### src/rtl/core/cbf_pkg.sv
// shared types and codes for the bounded channel fifo with close
// no dependencies
package cbf_pkg;

  localparam int unsigned KIND_W   = 2;
  localparam int unsigned STATUS_W = 2;
  localparam int unsigned VALUE_W  = 32;
  localparam int unsigned CAP_W    = 5;

  // operation codes
  localparam logic [KIND_W-1:0] KIND_SEND  = 2'd0;
  localparam logic [KIND_W-1:0] KIND_RECV  = 2'd1;
  localparam logic [KIND_W-1:0] KIND_CLOSE = 2'd2;

  // result status codes
  localparam logic [STATUS_W-1:0] ST_OK     = 2'd0;
  localparam logic [STATUS_W-1:0] ST_CLOSED = 2'd1;
  localparam logic [STATUS_W-1:0] ST_BLOCK  = 2'd2;

  typedef struct packed {
    logic [KIND_W-1:0]  kind;
    logic [VALUE_W-1:0] send_value;
  } in_item_t;

  typedef struct packed {
    logic [STATUS_W-1:0] status;
    logic [VALUE_W-1:0]  recv_value;
  } out_item_t;

  // controller to datapath
  typedef struct packed {
    logic exec;        // execute the item on the input port
    logic cfg_we;      // capacity register write
    logic load_rdata;  // capture slot read data into the result
  } ctrl_cmd_t;

  // datapath to controller
  typedef struct packed {
    logic recv_hit;    // item is a receive that dequeues a slot
  } dp_stat_t;

endpackage

### src/rtl/core/cbf_ram.sv
// generic single write port ram with registered read
// no dependencies
module cbf_ram #(
  parameter int unsigned WIDTH = 32,
  parameter int unsigned DEPTH = 16
) (
  input  logic                                clk_i,
  input  logic                                we_i,
  input  logic [(DEPTH > 1 ? $clog2(DEPTH) : 1)-1:0] waddr_i,
  input  logic [WIDTH-1:0]                    wdata_i,
  input  logic                                re_i,
  input  logic [(DEPTH > 1 ? $clog2(DEPTH) : 1)-1:0] raddr_i,
  output logic [WIDTH-1:0]                    rdata_o
);

  logic [WIDTH-1:0] mem_q [DEPTH];
  logic [WIDTH-1:0] rdata_q;

  always_ff @(posedge clk_i) begin
    if (we_i) begin
      mem_q[waddr_i] <= wdata_i;
    end
    if (re_i) begin
      rdata_q <= mem_q[raddr_i];
    end
  end

  assign rdata_o = rdata_q;

endmodule

### src/rtl/core/cbf_ctrl.sv
// handshake controller: sequences one item at a time and owns result valid
// depends on cbf_pkg
module cbf_ctrl (
  input  logic                 clk_i,
  input  logic                 rst_ni,
  input  logic                 in_valid_i,
  output logic                 in_ready_o,
  output logic                 out_valid_o,
  input  logic                 out_ready_i,
  input  logic                 cfg_valid_i,
  output logic                 cfg_ready_o,
  input  cbf_pkg::dp_stat_t    stat_i,
  output cbf_pkg::ctrl_cmd_t   cmd_o
);

  typedef enum logic [1:0] {
    S_IDLE = 2'b01,
    S_READ = 2'b10
  } ctrl_state_e;

  ctrl_state_e state_q, state_d;
  logic        out_valid_q, out_valid_d;
  logic        exec;

  assign in_ready_o  = (state_q == S_IDLE) && (!out_valid_q || out_ready_i);
  assign cfg_ready_o = (state_q == S_IDLE);
  assign exec        = in_valid_i && in_ready_o;

  always_comb begin
    state_d = state_q;
    case (state_q)
      S_IDLE: begin
        if (exec && stat_i.recv_hit) begin
          state_d = S_READ;
        end
      end
      S_READ: begin
        state_d = S_IDLE;
      end
      default: begin
        state_d = S_IDLE;
      end
    endcase
  end

  always_comb begin
    out_valid_d = out_valid_q && !out_ready_i;
    // dequeuing receive results wait in S_READ for the slot read
    if ((exec && !stat_i.recv_hit) || (state_q == S_READ)) begin
      out_valid_d = 1'b1;
    end
  end

  always_ff @(posedge clk_i or negedge rst_ni) begin
    if (!rst_ni) begin
      state_q     <= S_IDLE;
      out_valid_q <= 1'b0;
    end else begin
      state_q     <= state_d;
      out_valid_q <= out_valid_d;
    end
  end

  assign out_valid_o      = out_valid_q;
  assign cmd_o.exec       = exec;
  assign cmd_o.cfg_we     = cfg_valid_i && cfg_ready_o;
  assign cmd_o.load_rdata = (state_q == S_READ);

`ifndef SYNTHESIS
  a_read_one_cycle: assert property (@(posedge clk_i) disable iff (!rst_ni)
    (state_q == S_READ) |=> (state_q == S_IDLE))
    else $error("read state lasted more than one cycle");

  a_read_out_empty: assert property (@(posedge clk_i) disable iff (!rst_ni)
    (state_q == S_READ) |-> !out_valid_q)
    else $error("result register busy while slot data arrives");

  a_hit_enters_read: assert property (@(posedge clk_i) disable iff (!rst_ni)
    (exec && stat_i.recv_hit) |=> (state_q == S_READ) && !out_valid_q)
    else $error("dequeue did not wait for slot read");
`endif

endmodule

### src/rtl/core/cbf_dp.sv
// datapath: indices, fill count, closed flag, capacity, slot ram, result register
// depends on cbf_pkg and cbf_ram
module cbf_dp #(
  parameter int unsigned DEPTH     = 16,
  parameter int unsigned ELEM_BITS = 32
) (
  input  logic                            clk_i,
  input  logic                            rst_ni,
  input  cbf_pkg::in_item_t               in_item_i,
  input  logic [cbf_pkg::CAP_W-1:0]       cfg_data_i,
  input  cbf_pkg::ctrl_cmd_t              cmd_i,
  output cbf_pkg::dp_stat_t               stat_o,
  output cbf_pkg::out_item_t              out_item_o
);

  localparam int unsigned IDX_W = (DEPTH > 1) ? $clog2(DEPTH) : 1;
  localparam int unsigned CNT_W = $clog2(DEPTH + 1);

  logic [IDX_W-1:0] rd_idx_q, rd_idx_d;
  logic [IDX_W-1:0] wr_idx_q, wr_idx_d;
  logic [CNT_W-1:0] fill_q, fill_d;
  logic [CNT_W-1:0] cap_q, cap_d;
  logic             closed_q, closed_d;

  logic [cbf_pkg::STATUS_W-1:0] status;
  logic                         do_write;
  logic                         do_read;
  logic                         full;
  logic [CNT_W:0]               wr_inc;
  logic [CNT_W:0]               rd_inc;
  logic [IDX_W-1:0]             wr_next;
  logic [IDX_W-1:0]             rd_next;
  logic [63:0]                  wdata_wide;
  logic [63:0]                  rdata_wide;
  logic [ELEM_BITS-1:0]         rdata;
  logic [CNT_W-1:0]             cap_new;

  cbf_pkg::out_item_t out_q;

  assign full   = (fill_q >= cap_q);
  assign wr_inc = (CNT_W + 1)'(wr_idx_q) + 1'b1;
  assign rd_inc = (CNT_W + 1)'(rd_idx_q) + 1'b1;
  // indices wrap at the configured capacity
  assign wr_next = (wr_inc >= (CNT_W + 1)'(cap_q)) ? '0 : IDX_W'(wr_inc);
  assign rd_next = (rd_inc >= (CNT_W + 1)'(cap_q)) ? '0 : IDX_W'(rd_inc);

  always_comb begin
    status   = cbf_pkg::ST_OK;
    do_write = 1'b0;
    do_read  = 1'b0;
    closed_d = closed_q;
    case (in_item_i.kind)
      cbf_pkg::KIND_SEND: begin
        if (closed_q) begin
          status = cbf_pkg::ST_CLOSED;
        end else if (full) begin
          status = cbf_pkg::ST_BLOCK;
        end else begin
          do_write = 1'b1;
        end
      end
      cbf_pkg::KIND_RECV: begin
        if (fill_q != '0) begin
          do_read = 1'b1;
        end else if (closed_q) begin
          status = cbf_pkg::ST_CLOSED;
        end else begin
          status = cbf_pkg::ST_BLOCK;
        end
      end
      cbf_pkg::KIND_CLOSE: begin
        closed_d = 1'b1;
      end
      default: begin
      end
    endcase
  end

  assign stat_o.recv_hit = do_read;

  // capacity zero acts as one, above the slot count saturates
  always_comb begin
    if (cfg_data_i == '0) begin
      cap_new = CNT_W'(1);
    end else if (int'(cfg_data_i) > int'(DEPTH)) begin
      cap_new = CNT_W'(DEPTH);
    end else begin
      cap_new = CNT_W'(cfg_data_i);
    end
  end

  always_comb begin
    rd_idx_d = rd_idx_q;
    wr_idx_d = wr_idx_q;
    fill_d   = fill_q;
    cap_d    = cap_q;
    if (cmd_i.cfg_we && (fill_q == '0)) begin
      cap_d    = cap_new;
      rd_idx_d = '0;
      wr_idx_d = '0;
    end
    if (cmd_i.exec) begin
      if (do_write) begin
        wr_idx_d = wr_next;
        fill_d   = fill_q + 1'b1;
      end
      if (do_read) begin
        rd_idx_d = rd_next;
        fill_d   = fill_q - 1'b1;
      end
    end
  end

  always_ff @(posedge clk_i or negedge rst_ni) begin
    if (!rst_ni) begin
      rd_idx_q <= '0;
      wr_idx_q <= '0;
      fill_q   <= '0;
      cap_q    <= CNT_W'(DEPTH);
      closed_q <= 1'b0;
    end else begin
      rd_idx_q <= rd_idx_d;
      wr_idx_q <= wr_idx_d;
      fill_q   <= fill_d;
      cap_q    <= cap_d;
      if (cmd_i.exec) begin
        closed_q <= closed_d;
      end
    end
  end

  assign wdata_wide = 64'(in_item_i.send_value);

  cbf_ram #(
    .WIDTH (ELEM_BITS),
    .DEPTH (DEPTH)
  ) u_slots (
    .clk_i   (clk_i),
    .we_i    (cmd_i.exec && do_write),
    .waddr_i (wr_idx_q),
    .wdata_i (wdata_wide[ELEM_BITS-1:0]),
    .re_i    (cmd_i.exec && do_read),
    .raddr_i (rd_idx_q),
    .rdata_o (rdata)
  );

  assign rdata_wide = 64'(rdata);

  // result register: status at execute, slot data in the cycle after
  always_ff @(posedge clk_i) begin
    if (cmd_i.exec) begin
      out_q.status     <= status;
      out_q.recv_value <= '0;
    end else if (cmd_i.load_rdata) begin
      out_q.recv_value <= rdata_wide[cbf_pkg::VALUE_W-1:0];
    end
  end

  assign out_item_o = out_q;

`ifndef SYNTHESIS
  a_fill_bound: assert property (@(posedge clk_i) disable iff (!rst_ni)
    fill_q <= cap_q)
    else $error("fill count above capacity");

  a_closed_sticky: assert property (@(posedge clk_i) disable iff (!rst_ni)
    closed_q |=> closed_q)
    else $error("closed flag cleared");

  a_full_send_holds: assert property (@(posedge clk_i) disable iff (!rst_ni)
    (cmd_i.exec && !cmd_i.cfg_we && in_item_i.kind == cbf_pkg::KIND_SEND && full)
      |=> $stable(fill_q) && $stable(wr_idx_q))
    else $error("send to full channel changed state");
`endif

endmodule

### src/rtl/core/bounded_channel_fifo_with_close_top.sv
// top level of the bounded channel fifo with close
// depends on cbf_pkg, cbf_ctrl, cbf_dp
// results: send, close and failed receive register their result at accept,
// a dequeuing receive after the read state (registered slot ram read)
// throughput: 1 item per cycle while results are taken, none in the read state
// reset: asynchronous active low, channel empty and open, capacity DEPTH,
// slot contents undefined until written
module bounded_channel_fifo_with_close_top #(
  parameter int unsigned DEPTH     = 16,
  parameter int unsigned ELEM_BITS = 32
) (
  input  logic                       clk_i,
  input  logic                       rst_ni,
  input  logic                       in_valid_i,
  output logic                       in_ready_o,
  input  cbf_pkg::in_item_t          in_item_i,
  output logic                       out_valid_o,
  input  logic                       out_ready_i,
  output cbf_pkg::out_item_t         out_item_o,
  input  logic                       cfg_valid_i,
  output logic                       cfg_ready_o,
  input  logic [cbf_pkg::CAP_W-1:0]  cfg_data_i
);

  cbf_pkg::ctrl_cmd_t cmd;
  cbf_pkg::dp_stat_t  stat;

  cbf_ctrl u_ctrl (
    .clk_i       (clk_i),
    .rst_ni      (rst_ni),
    .in_valid_i  (in_valid_i),
    .in_ready_o  (in_ready_o),
    .out_valid_o (out_valid_o),
    .out_ready_i (out_ready_i),
    .cfg_valid_i (cfg_valid_i),
    .cfg_ready_o (cfg_ready_o),
    .stat_i      (stat),
    .cmd_o       (cmd)
  );

  cbf_dp #(
    .DEPTH     (DEPTH),
    .ELEM_BITS (ELEM_BITS)
  ) u_dp (
    .clk_i      (clk_i),
    .rst_ni     (rst_ni),
    .in_item_i  (in_item_i),
    .cfg_data_i (cfg_data_i),
    .cmd_i      (cmd),
    .stat_o     (stat),
    .out_item_o (out_item_o)
  );

endmodule
### config.mk
export PLATFORM = sky130hd
export DESIGN_NAME = bounded_channel_fifo_with_close_top
export DESIGN_NICKNAME = d
export VERILOG_FILES = /design/src/rtl/core/cbf_pkg.sv /design/src/rtl/core/cbf_ram.sv /design/src/rtl/core/cbf_ctrl.sv /design/src/rtl/core/cbf_dp.sv /design/src/rtl/core/bounded_channel_fifo_with_close_top.sv
export SDC_FILE = /design/constraint.sdc
export NUM_CORES = 1
export LEC_CHECK = 0
export ABC_CLOCK_PERIOD_IN_PS = 6450
export BUFFER_PORTS_ARGS = -buffer_cell sky130_fd_sc_hd__buf_2
export CORE_MARGIN = 3
export CORE_UTILIZATION = 61
export DETAILED_ROUTE_END_ITERATION = 10
export PLACE_DENSITY = 0.79
export SYNTH_ARGS = -nofsm -noshare
export SYNTH_HDL_FRONTEND = slang
export SYNTH_SLANG_ARGS = --single-unit
### constraint.sdc
create_clock -name clk_i -period 6.45 [get_ports clk_i]
set_clock_uncertainty 0.15 [all_clocks]
set_input_delay 1.29 -clock clk_i [delete_from_list [all_inputs] [get_ports clk_i]]
set_output_delay 1.29 -clock clk_i [all_outputs]
set_load 0.02 [all_outputs]
**Word-level counts from Yosys, hierarchy flattened**

Memory sizes are Yosys's and may differ from the RTL's. A register that Yosys moved wholly into a read port is not among the register bits.
Index checks and enable logic that the tools add are counted.
Widths: inputs -> output; s select.

- Add/sub/neg operators: 4
- Order comparisons: 4
- Eq/ne operators: 5
- Muxes and demuxes: 27
- Reductions and logical operators: 20

Operators by type and width:

| operator | count |
|---|---|
| $mux 4 | 8 |
| $mux 5 | 4 |
| $ge 6x5->1 | 2 |
| $mux 2 | 6 |
| $add 4x1->5 const B | 2 |
| $logic_not 5->1 | 2 |
| $logic_and 1x1->1 | 8 |
| $mux 1 | 8 |
| $add 5x1->5 const B | 1 |
| $ge 5x5->1 | 1 |
| $gt 5x5->1 const B | 1 |
| $reduce_bool 5->1 | 1 |
| $sub 5x1->5 const B | 1 |
| $eq 2x1->1 const B | 2 |
| $eq 2x2->1 const B | 2 |
| $pmux 2 s2 | 1 |
| $reduce_and 2->1 | 2 |
| $logic_not 1->1 | 3 |
| $logic_not 2->1 | 1 |
| $logic_or 1x1->1 | 2 |
| $ne 2x1->1 const B | 1 |
| $reduce_bool 2->1 | 1 |

- Flip-flop bits (word level): 56
- Bits in writable memories: 512
- Input port bits: 44
- Word-level logic and storage cells: 70
- Memories kept: 1

Memory list:

| memory | words | width | read ports | clocked after Yosys merged registers in | write ports | line | text |
|---|---|---|---|---|---|---|---|
| u_dp.u_slots.mem_q | 16 | 32 | 1 | 1 | 1 | cbf_ram.sv:16 | `logic [WIDTH-1:0] mem_q [DEPTH];` |

**Logic depth before layout (Yosys ltp)**

Gate-level depths: netlist of the first run.

- Depth after elaboration: 7
- Mapped depth: 12

**Cells and area by module**

A second synthesis of the first run with hierarchy kept.

- Cell total of the unflattened synthesis: 1112
- Area, all modules: 22947.0 µm²

Modules (own cells, without submodules):

| module | times used | cells an instance | area an instance (µm²) |
|---|---|---|---|
| cbf_ram | 1 | 838 | 20174.3 |
| cbf_dp | 1 | 259 | 2606.2 |
| cbf_ctrl | 1 | 15 | 166.4 |

**Worst setup path before layout of the first run**

No wires, ideal clock.

- Kind: input port to flip-flop
- From: in in_item_i[32] (netlist bit)
- To: mem u_dp.u_slots.mem_q[3][0], enable pin
- Library setup time: 0.461 ns
- Data arrival time: 4.440 ns
- Data required time: 5.839 ns
- Path slack: 1.399 ns
- Stages: 6
- Path buffers: 1
- Cells stage by stage: a211o_1 -> a31oi_1 -> and2_1 -> buf_2 -> nand2_1 -> nor3_1

- Word-level cells in the longest chain between the ends: 5

RTL lines:

| element | line | text |
|---|---|---|
| start, declared | bounded_channel_fifo_with_close_top.sv:16 | `input cbf_pkg::in_item_t in_item_i,` |
| $logic_not 2->1 | cbf_dp.sv:52 | `case (in_item_i.kind)` |
| $mux 1 | cbf_dp.sv:52 |  |
| $logic_and 1x1->1 | cbf_dp.sv:139 | `.we_i (cmd_i.exec && do_write),` |
| $mux 1 | cbf_ram.sv:20 | `if (we_i) begin` |
| $mux 1 (not written as such) | cbf_ram.sv:21 | `mem_q[waddr_i] <= wdata_i;` |
| end, declared | cbf_ram.sv:16 |  |

Every way passes these cells.

**Final worst setup path of the first run**

- From: reg u_dp.cap_q[4]
- To: mem u_dp.u_slots.mem_q[10][15], enable pin

- Word-level cells in the longest chain between the ends: 7

RTL lines:

| element | line | text |
|---|---|---|
| start, declared | cbf_dp.sv:22 | `logic [CNT_W-1:0] cap_q, cap_d;` |
| start signal, assigned | cbf_dp.sv:119 | `cap_q <= CNT_W'(DEPTH);` |
| start signal, assigned | cbf_dp.sv:125 | `cap_q <= cap_d;` |
| $ge 5x5->1 | cbf_dp.sv:40 | `assign full = (fill_q >= cap_q);` |
| $mux 1 | cbf_dp.sv:56 | `end else if (full) begin` |
| $mux 1 | cbf_dp.sv:54 | `if (closed_q) begin` |
| $mux 1 | cbf_dp.sv:52 |  |
| $logic_and 1x1->1 | cbf_dp.sv:139 |  |
| $mux 1 | cbf_ram.sv:20 |  |
| $mux 1 (not written as such) | cbf_ram.sv:21 |  |

Every way passes these cells.

==> results of run 1 <==
-- final cells by class --
type	count	area [sq um]
Multi-Input combinational cell	402	5150
Inverter	15	56.3
Tap cell	504	631
Sequential cell	600	17600
Fill cell	2082	11000
Clock buffer	73	1550
Timing Repair Buffer	94	505
Clock inverter	34	389
-- power by group through the flow --
stage	combinational, W	clock [W]	sequential [W]
after floorplan	0.0000223	0	0.00432
after global placement	0.0000874	0	0.00432
after detailed placement	0.0000941	0	0.00432
after CTS	0.0000954	0.00348	0.00424
after global routing	0.000106	0.00362	0.00424
final	0.0000952	0.00344	0.00424
-- metrics by stage --
step                setup slack [ps]   util
floorplan                       1400      -
global placement                2360  0.649
detailed placement              2230  0.649
CTS                             2640  0.702
global route                    2450  0.702
finish                          2660  0.702
-- path summary, 6_finish.rpt --
check                                     from                    endpoint  slack, ps
max in group asynchronous               rst_ni            u_dp.rd_idx_q[0]       5230
min                        u_dp.out_item_o[28]         u_dp.out_item_o[28]        300
min reg2reg                u_dp.out_item_o[28]         u_dp.out_item_o[28]        300
max                              u_dp.cap_q[4]  u_dp.u_slots.mem_q[10][15]       2660
min in group asynchronous               rst_ni              u_dp.fill_q[0]        520
max reg2reg                      u_dp.cap_q[4]  u_dp.u_slots.mem_q[10][15]       2660
-- layer usage --
| metal | vias to the layer above | wire length, um |
|---|---|---|
| met5 | - | 0 |
| met4 | 0 | 1510 |
| met3 | 107 | 3220 |
| met2 | 517 | 25700 |
| met1 | 5837 | 18800 |
| li1 | 4576 | - |
-- state kept, by name, indices dropped and copies added (netlist names) --
name                  flops
u_dp.u_slots.rdata_o     32
u_dp.closed_q             1
u_dp.cap_q                5
u_dp.u_slots.mem_q      512
u_dp.fill_q               5
u_dp.out_item_o          34
u_dp.wr_idx_q             4
u_ctrl.state_q            2
u_dp.rd_idx_q             4
u_ctrl.out_valid_o        1
-- worst min-delay path: cells and delay by family, from the launching register on --
family | cells | cell delay (ps)
compound gates | 1 | 50
flops | 1 | 310
simple gates | 1 | 50
-- logic make-up after synthesis --
family	count (synthesis)	share of synthesized area
compound gates	66	0.0166
xor+xnor	7	0.00267
fa+ha+maj	24	0.0134
buf+inv	67	0.0151
flops	600	0.766
mux	162	0.158
simple gates	143	0.0283
-- layout by cell type (no fill, tap or decap), types with 7 or more instances in the layout --
master	n
a21oi_1	39
buf_2	80
buf_4	14
bufinv_16	8
clkbuf_1	11
clkbuf_16	58
clkinv_1	9
clkinv_2	10
dfrtp_1	16
dfxtp_1	32
edfxtp_1	546
ha_1	23
inv_1	14
mux4_2	160
nand2_1	83
nor2_1	8
nor2_4	12
o21ai_0	7
==> impl_metrics.yaml, run 1 <==
cells_and_area:
  area_growth_pct: 12.7
  finalNonFillerCells: 1722
  drive_above_1_share: 0.310
  postLayoutCellArea_sq_um: 25900
  layout.nets: 1238
  insertedDiodeCount: 0
global_route:
  grt_pass1_wl_um: 74000
  grtUsageMet2: 0.432
  grt_pass1_vias: 11571
  grt-busiest-layer: "met2"
  grt_antenna_before_repair: 0
  grt_usage: 0.256
  use_met3: 0.0411
  use_met1: 0.346
  overflow: 0
  grt_max_degree: 75
place:
  dp_hpwl_um: 25500
  finalWeightedCongestion: 0.736
  numPortBuffers: 80
  dp.cells: 1615
  placed_area_sq_um: 23900
sta:
  finalSetupTns_ps: 0
  slew_violations: 0
  slew_headroom: 0.184
  timing.hold.ws_ps: 301
  setup_viol: 0
  min_period_ps: 3790
  rsz0062_at_grt: "no"
  fmax_mhz: 264
  tightest_slew_ps: 1220
  period_share: 0.588
  hold_violations: 0
worst_setup_path:
  startpoint_type: "flop"
  path_delay_family: "simple AND/OR/NAND/NOR gates"
  reg2reg_depth: 7
  cp.depth: 7
  worst-path-max-fanout: 32
  endpoint_kind: "flop"
  arrival_ps: 3850
  crit_required_ps: 6510
  slowest_delay_ps: 1000
  critPathBufInv: 1
  crit_chain: "inv_1 -> ha_1 -> a211o_1 -> a31oi_1 -> and2_1 -> nand2_1 -> nor2_4"
  crit_slowest_cell: "nor2_4"
  worstSetupPathType: "flop to flop"
power:
  comb_power_share: 0.012
  intPower_w: 0.00627
  seqPwrFrac: 0.545
  p_sw_frac: 0.193
  ir_drop_mv: 0.217
  p_total_w: 0.00777
  leakagePower_nw: 8.27
  p_switching_w: 0.00150
  pwr-share-clk: 0.442
  power.density_nw_per_um2: 300
clock_network:
  cts_buffers: 57
  h-tree-depth: 2
  cts_setup_buffers: 0
  clk_latency_ps: 600
  cts_tree: "yes"
  cts_resized: 0
  cts-root-buf: "clkbuf_16"
  path_clk_slew_ps: 60
  cts.sinks: 600
  cts_hold_buffers: 0
  cts_max_path_buffers: 3
die:
  die_h_um: 200
  die-area_sq_um: 40000
  rows: 70
  die_w_um: 200
  start_util: 0.623
  io-pin-count: 81
  core_area_sq_um: 36900
synthesis:
  netlist-cell-type-count: 47
  ys_warn_count: 0
  synth-edff-count: 546
  synth_cells: 1069
  synth.area.top_cells: "edfxtp_1 71%, mux4_2 16%, dfxtp_1 2.8%"
  synth_nets: 1137
  yosys.area.top_type_share: 0.714
  netlist_area_sq_um: 23000
  yosys_register_bits: 600
  avgSynthCellArea_sq_um: 21.5
  synthArstFlopShare: 0.0367
  synth_flop_cell: "edfxtp_1"
  ys_seq_area_frac: 0.766
  ys_top_cells_by_count: "546 x edfxtp_1, 160 x mux4_2, 83 x nand2_1"
  yosys.area.top_type: "edfxtp_1"
  synth_most_common_cell: "edfxtp_1"
hold_path:
  hold_path_class: "flop to flop"
  hold_depth: 2
detailed_routing:
  drc: 0
  dr_total_vias: 11037
  first_pass_iters: 5
  final_antenna_net_count: 0
  totalWireLength_um: 49200
  wl_per_cell_um: 28.6
  viasPerCell: 6.41
  drt_iter0_drc: 1024
status:
  outcome: "finished clean"
job:
  maxCapViolCount: 0
Note: power is estimated with default switching activity, not from simulation.
==> inputs of run 2 (changes only) <==
Settings changed: ABC_CLOCK_PERIOD_IN_PS 6450 to 3210, CORE_UTILIZATION 61 to 55, PLACE_DENSITY 0.79 to 0.75.
Clock period 6.45 ns to 3.21 ns, I/O delays scaled along.
==> run 2 against run 1 <==
  * Count of clock-buffer cells in the layout stayed put
  * Cell area up 2.4%
  * Combinational power rose by 130%
  * Cell count increased by 3.8%
  * Critical path type unchanged
  * Critical endpoint is now u_dp.u_slots.mem_q[5][25]
  * Largest cell class unchanged
  * Largest power group unchanged
  * Highest routed layer is now met5
==> impl_metrics.yaml, run 2 (synthesized netlist as in run 1, its figures left out) <==
status:
  outcome: "finished clean"
global_route:
  grt_pass1_wl_um: 76600
  grt_antenna_before_repair: 5
  grt_pass1_vias: 11412
  grt_max_degree: 129
  grt_usage: 0.240
  overflow: 0
hold_path:
  hold_path_class: "input pin to flop"
  worstHoldStart: "in_item_i[32]"
sta:
  period_share: 0.935
  setup_slack_ps: 209
  slew_violations: 0
  fmax_mhz: 333
  min_period_ps: 3000
  hold_violations: 0
  setup_viol: 0
  rsz0062_at_grt: "no"
  tightest_slew_ps: 1030
  slew_headroom: 0.316
die:
  die_h_um: 210
  core_area_sq_um: 41000
  die_w_um: 210
  io-pin-count: 81
  start_util: 0.560
  die-area_sq_um: 44200
  rows: 74
worst_setup_path:
  r2r-start: "u_dp.cap_q[4]"
  r2r-end: "u_dp.u_slots.mem_q[5][25]"
  path_delay_family: "simple AND/OR/NAND/NOR gates"
  worst-path-max-fanout: 27
  startpoint: "u_dp.cap_q[4]"
  cp.depth: 9
  worstSetupPathType: "flop to flop"
  critPathBufInv: 3
  crit_chain: "inv_1 -> ha_4 -> a211o_1 -> a31oi_4 -> and2_2 -> nand2_1 -> buf_4 -> nor2_4 -> buf_12"
  r2r_slack_ps: 210
  crit_slowest_cell: "dfstp_2"
  endpoint: "u_dp.u_slots.mem_q[5][25]"
  endpoint_kind: "flop"
  reg2reg_depth: 9
  crit_required_ps: 3340
  startpoint_type: "flop"
  slowest_delay_ps: 510
  arrival_ps: 3130
clock_network:
  h-tree-depth: 2
  cts_tree: "yes"
  cts_buffers: 58
  cts_setup_buffers: 0
  path_clk_slew_ps: 60
  cts_max_path_buffers: 3
  cts.sinks: 600
  clk_latency_ps: 610
  cts-root-buf: "clkbuf_16"
place:
  placed_area_sq_um: 24600
  finalWeightedCongestion: 0.784
  numPortBuffers: 80
  dp_hpwl_um: 30900
  dpl_worst_slack_ps: 131
  dp.cells: 1677
power:
  p_total_w: 0.0155
  power.density_nw_per_um2: 584
  ir_drop_mv: 0.451
  leakagePower_nw: 8.49
cells_and_area:
  largest_register_ffs: 512
  final_common_cell: "edfxtp_1"
  area_growth_pct: 15.4
  layout.nets: 1274
  finalNonFillerCells: 1787
  insertedDiodeCount: 0
  postLayoutCellArea_sq_um: 26500
  post-route-util: 0.646
  final_cell_mix: "546 x edfxtp_1, 160 x mux4_2, 82 x nand2_1, 80 x buf_2, 59 x clkbuf_16"
  drive_above_1_share: 0.331
  top_register: "u_dp.u_slots.mem_q"
detailed_routing:
  wl_per_cell_um: 28.6
  totalWireLength_um: 51000
  dr_total_vias: 11132
  final_antenna_net_count: 0
  drc: 0
  viasPerCell: 6.23
  drt_iter0_drc: 1255
  first_pass_iters: 5
job:
  maxCapViolCount: 0
[run 2: changes by cell type in the layout (fill, tap and decap cells not counted), moves of 2 or more]
cell	change
nor3_4	+4
buf_4	+9
clkinv_2	+2
buf_12	+25
nor3_2	-4
clkinv_1	+2
bufinv_16	-2
[run 2: per-layer routing]
| metal | GRT usage | share of wire | vias to the layer above |
|---|---|---|---|
| li1 | - | - | 4645 |
| met1 | 0.342 | 0.39 | 5802 |
| met2 | 0.363 | 0.47 | 590 |
| met3 | 0.0836 | 0.11 | 89 |
| met4 | 0.0600 | 0.022 | 6 |
| met5 | 0 | 0.00084 | - |
[run 2: cell type report]
cell class,count,area [sq um]
repair buffers,129,1080
fillers,2634,14500
inverters,15,56.3
clock inverters,36,338
multi-input cells,402,5200
flip-flops and latches,600,17600
clock buffers,73,1560
well taps,532,666
[run 2: what timing repair did]
item	CTS	global route
endpoints found under the setup margin	0	28
hold buffers	1	0
endpoints found under the hold margin	20	0
gates resized for setup	0	1
[run 2: worst min path at each step]
stage / depth (start not counted) / slack, ps / end
after global placement: 2 / 290 / u_dp.out_item_o[3]
final: 2 / 120 / u_dp.closed_q
after floorplan: 0 / 200 / u_ctrl.out_valid_o
after detailed placement: 2 / 300 / u_dp.out_item_o[17]
after global routing: 2 / 130 / u_dp.closed_q
after CTS: 2 / 100 / u_dp.closed_q
[run 2: through the flow]
| stage | hold WS (ps) | TNS [ps] |
|---|---|---|
| final | 123 | 0 |
| after global routing | 129 | 0 |
| after CTS | 101 | 0 |
| after detailed placement | 296 | 0 |
| after global placement | 288 | 0 |
| after floorplan | 196 | -2380 |
[run 2: where the power goes]
group | switching, W | internal, W | total, W | leakage, nW
Sequential | 0.00000337 | 0.00851 | 0.00852 | 5.45
Clock | 0.00282 | 0.00392 | 0.00674 | 0.924
Combinational | 0.000178 | 0.0000435 | 0.000221 | 2.12
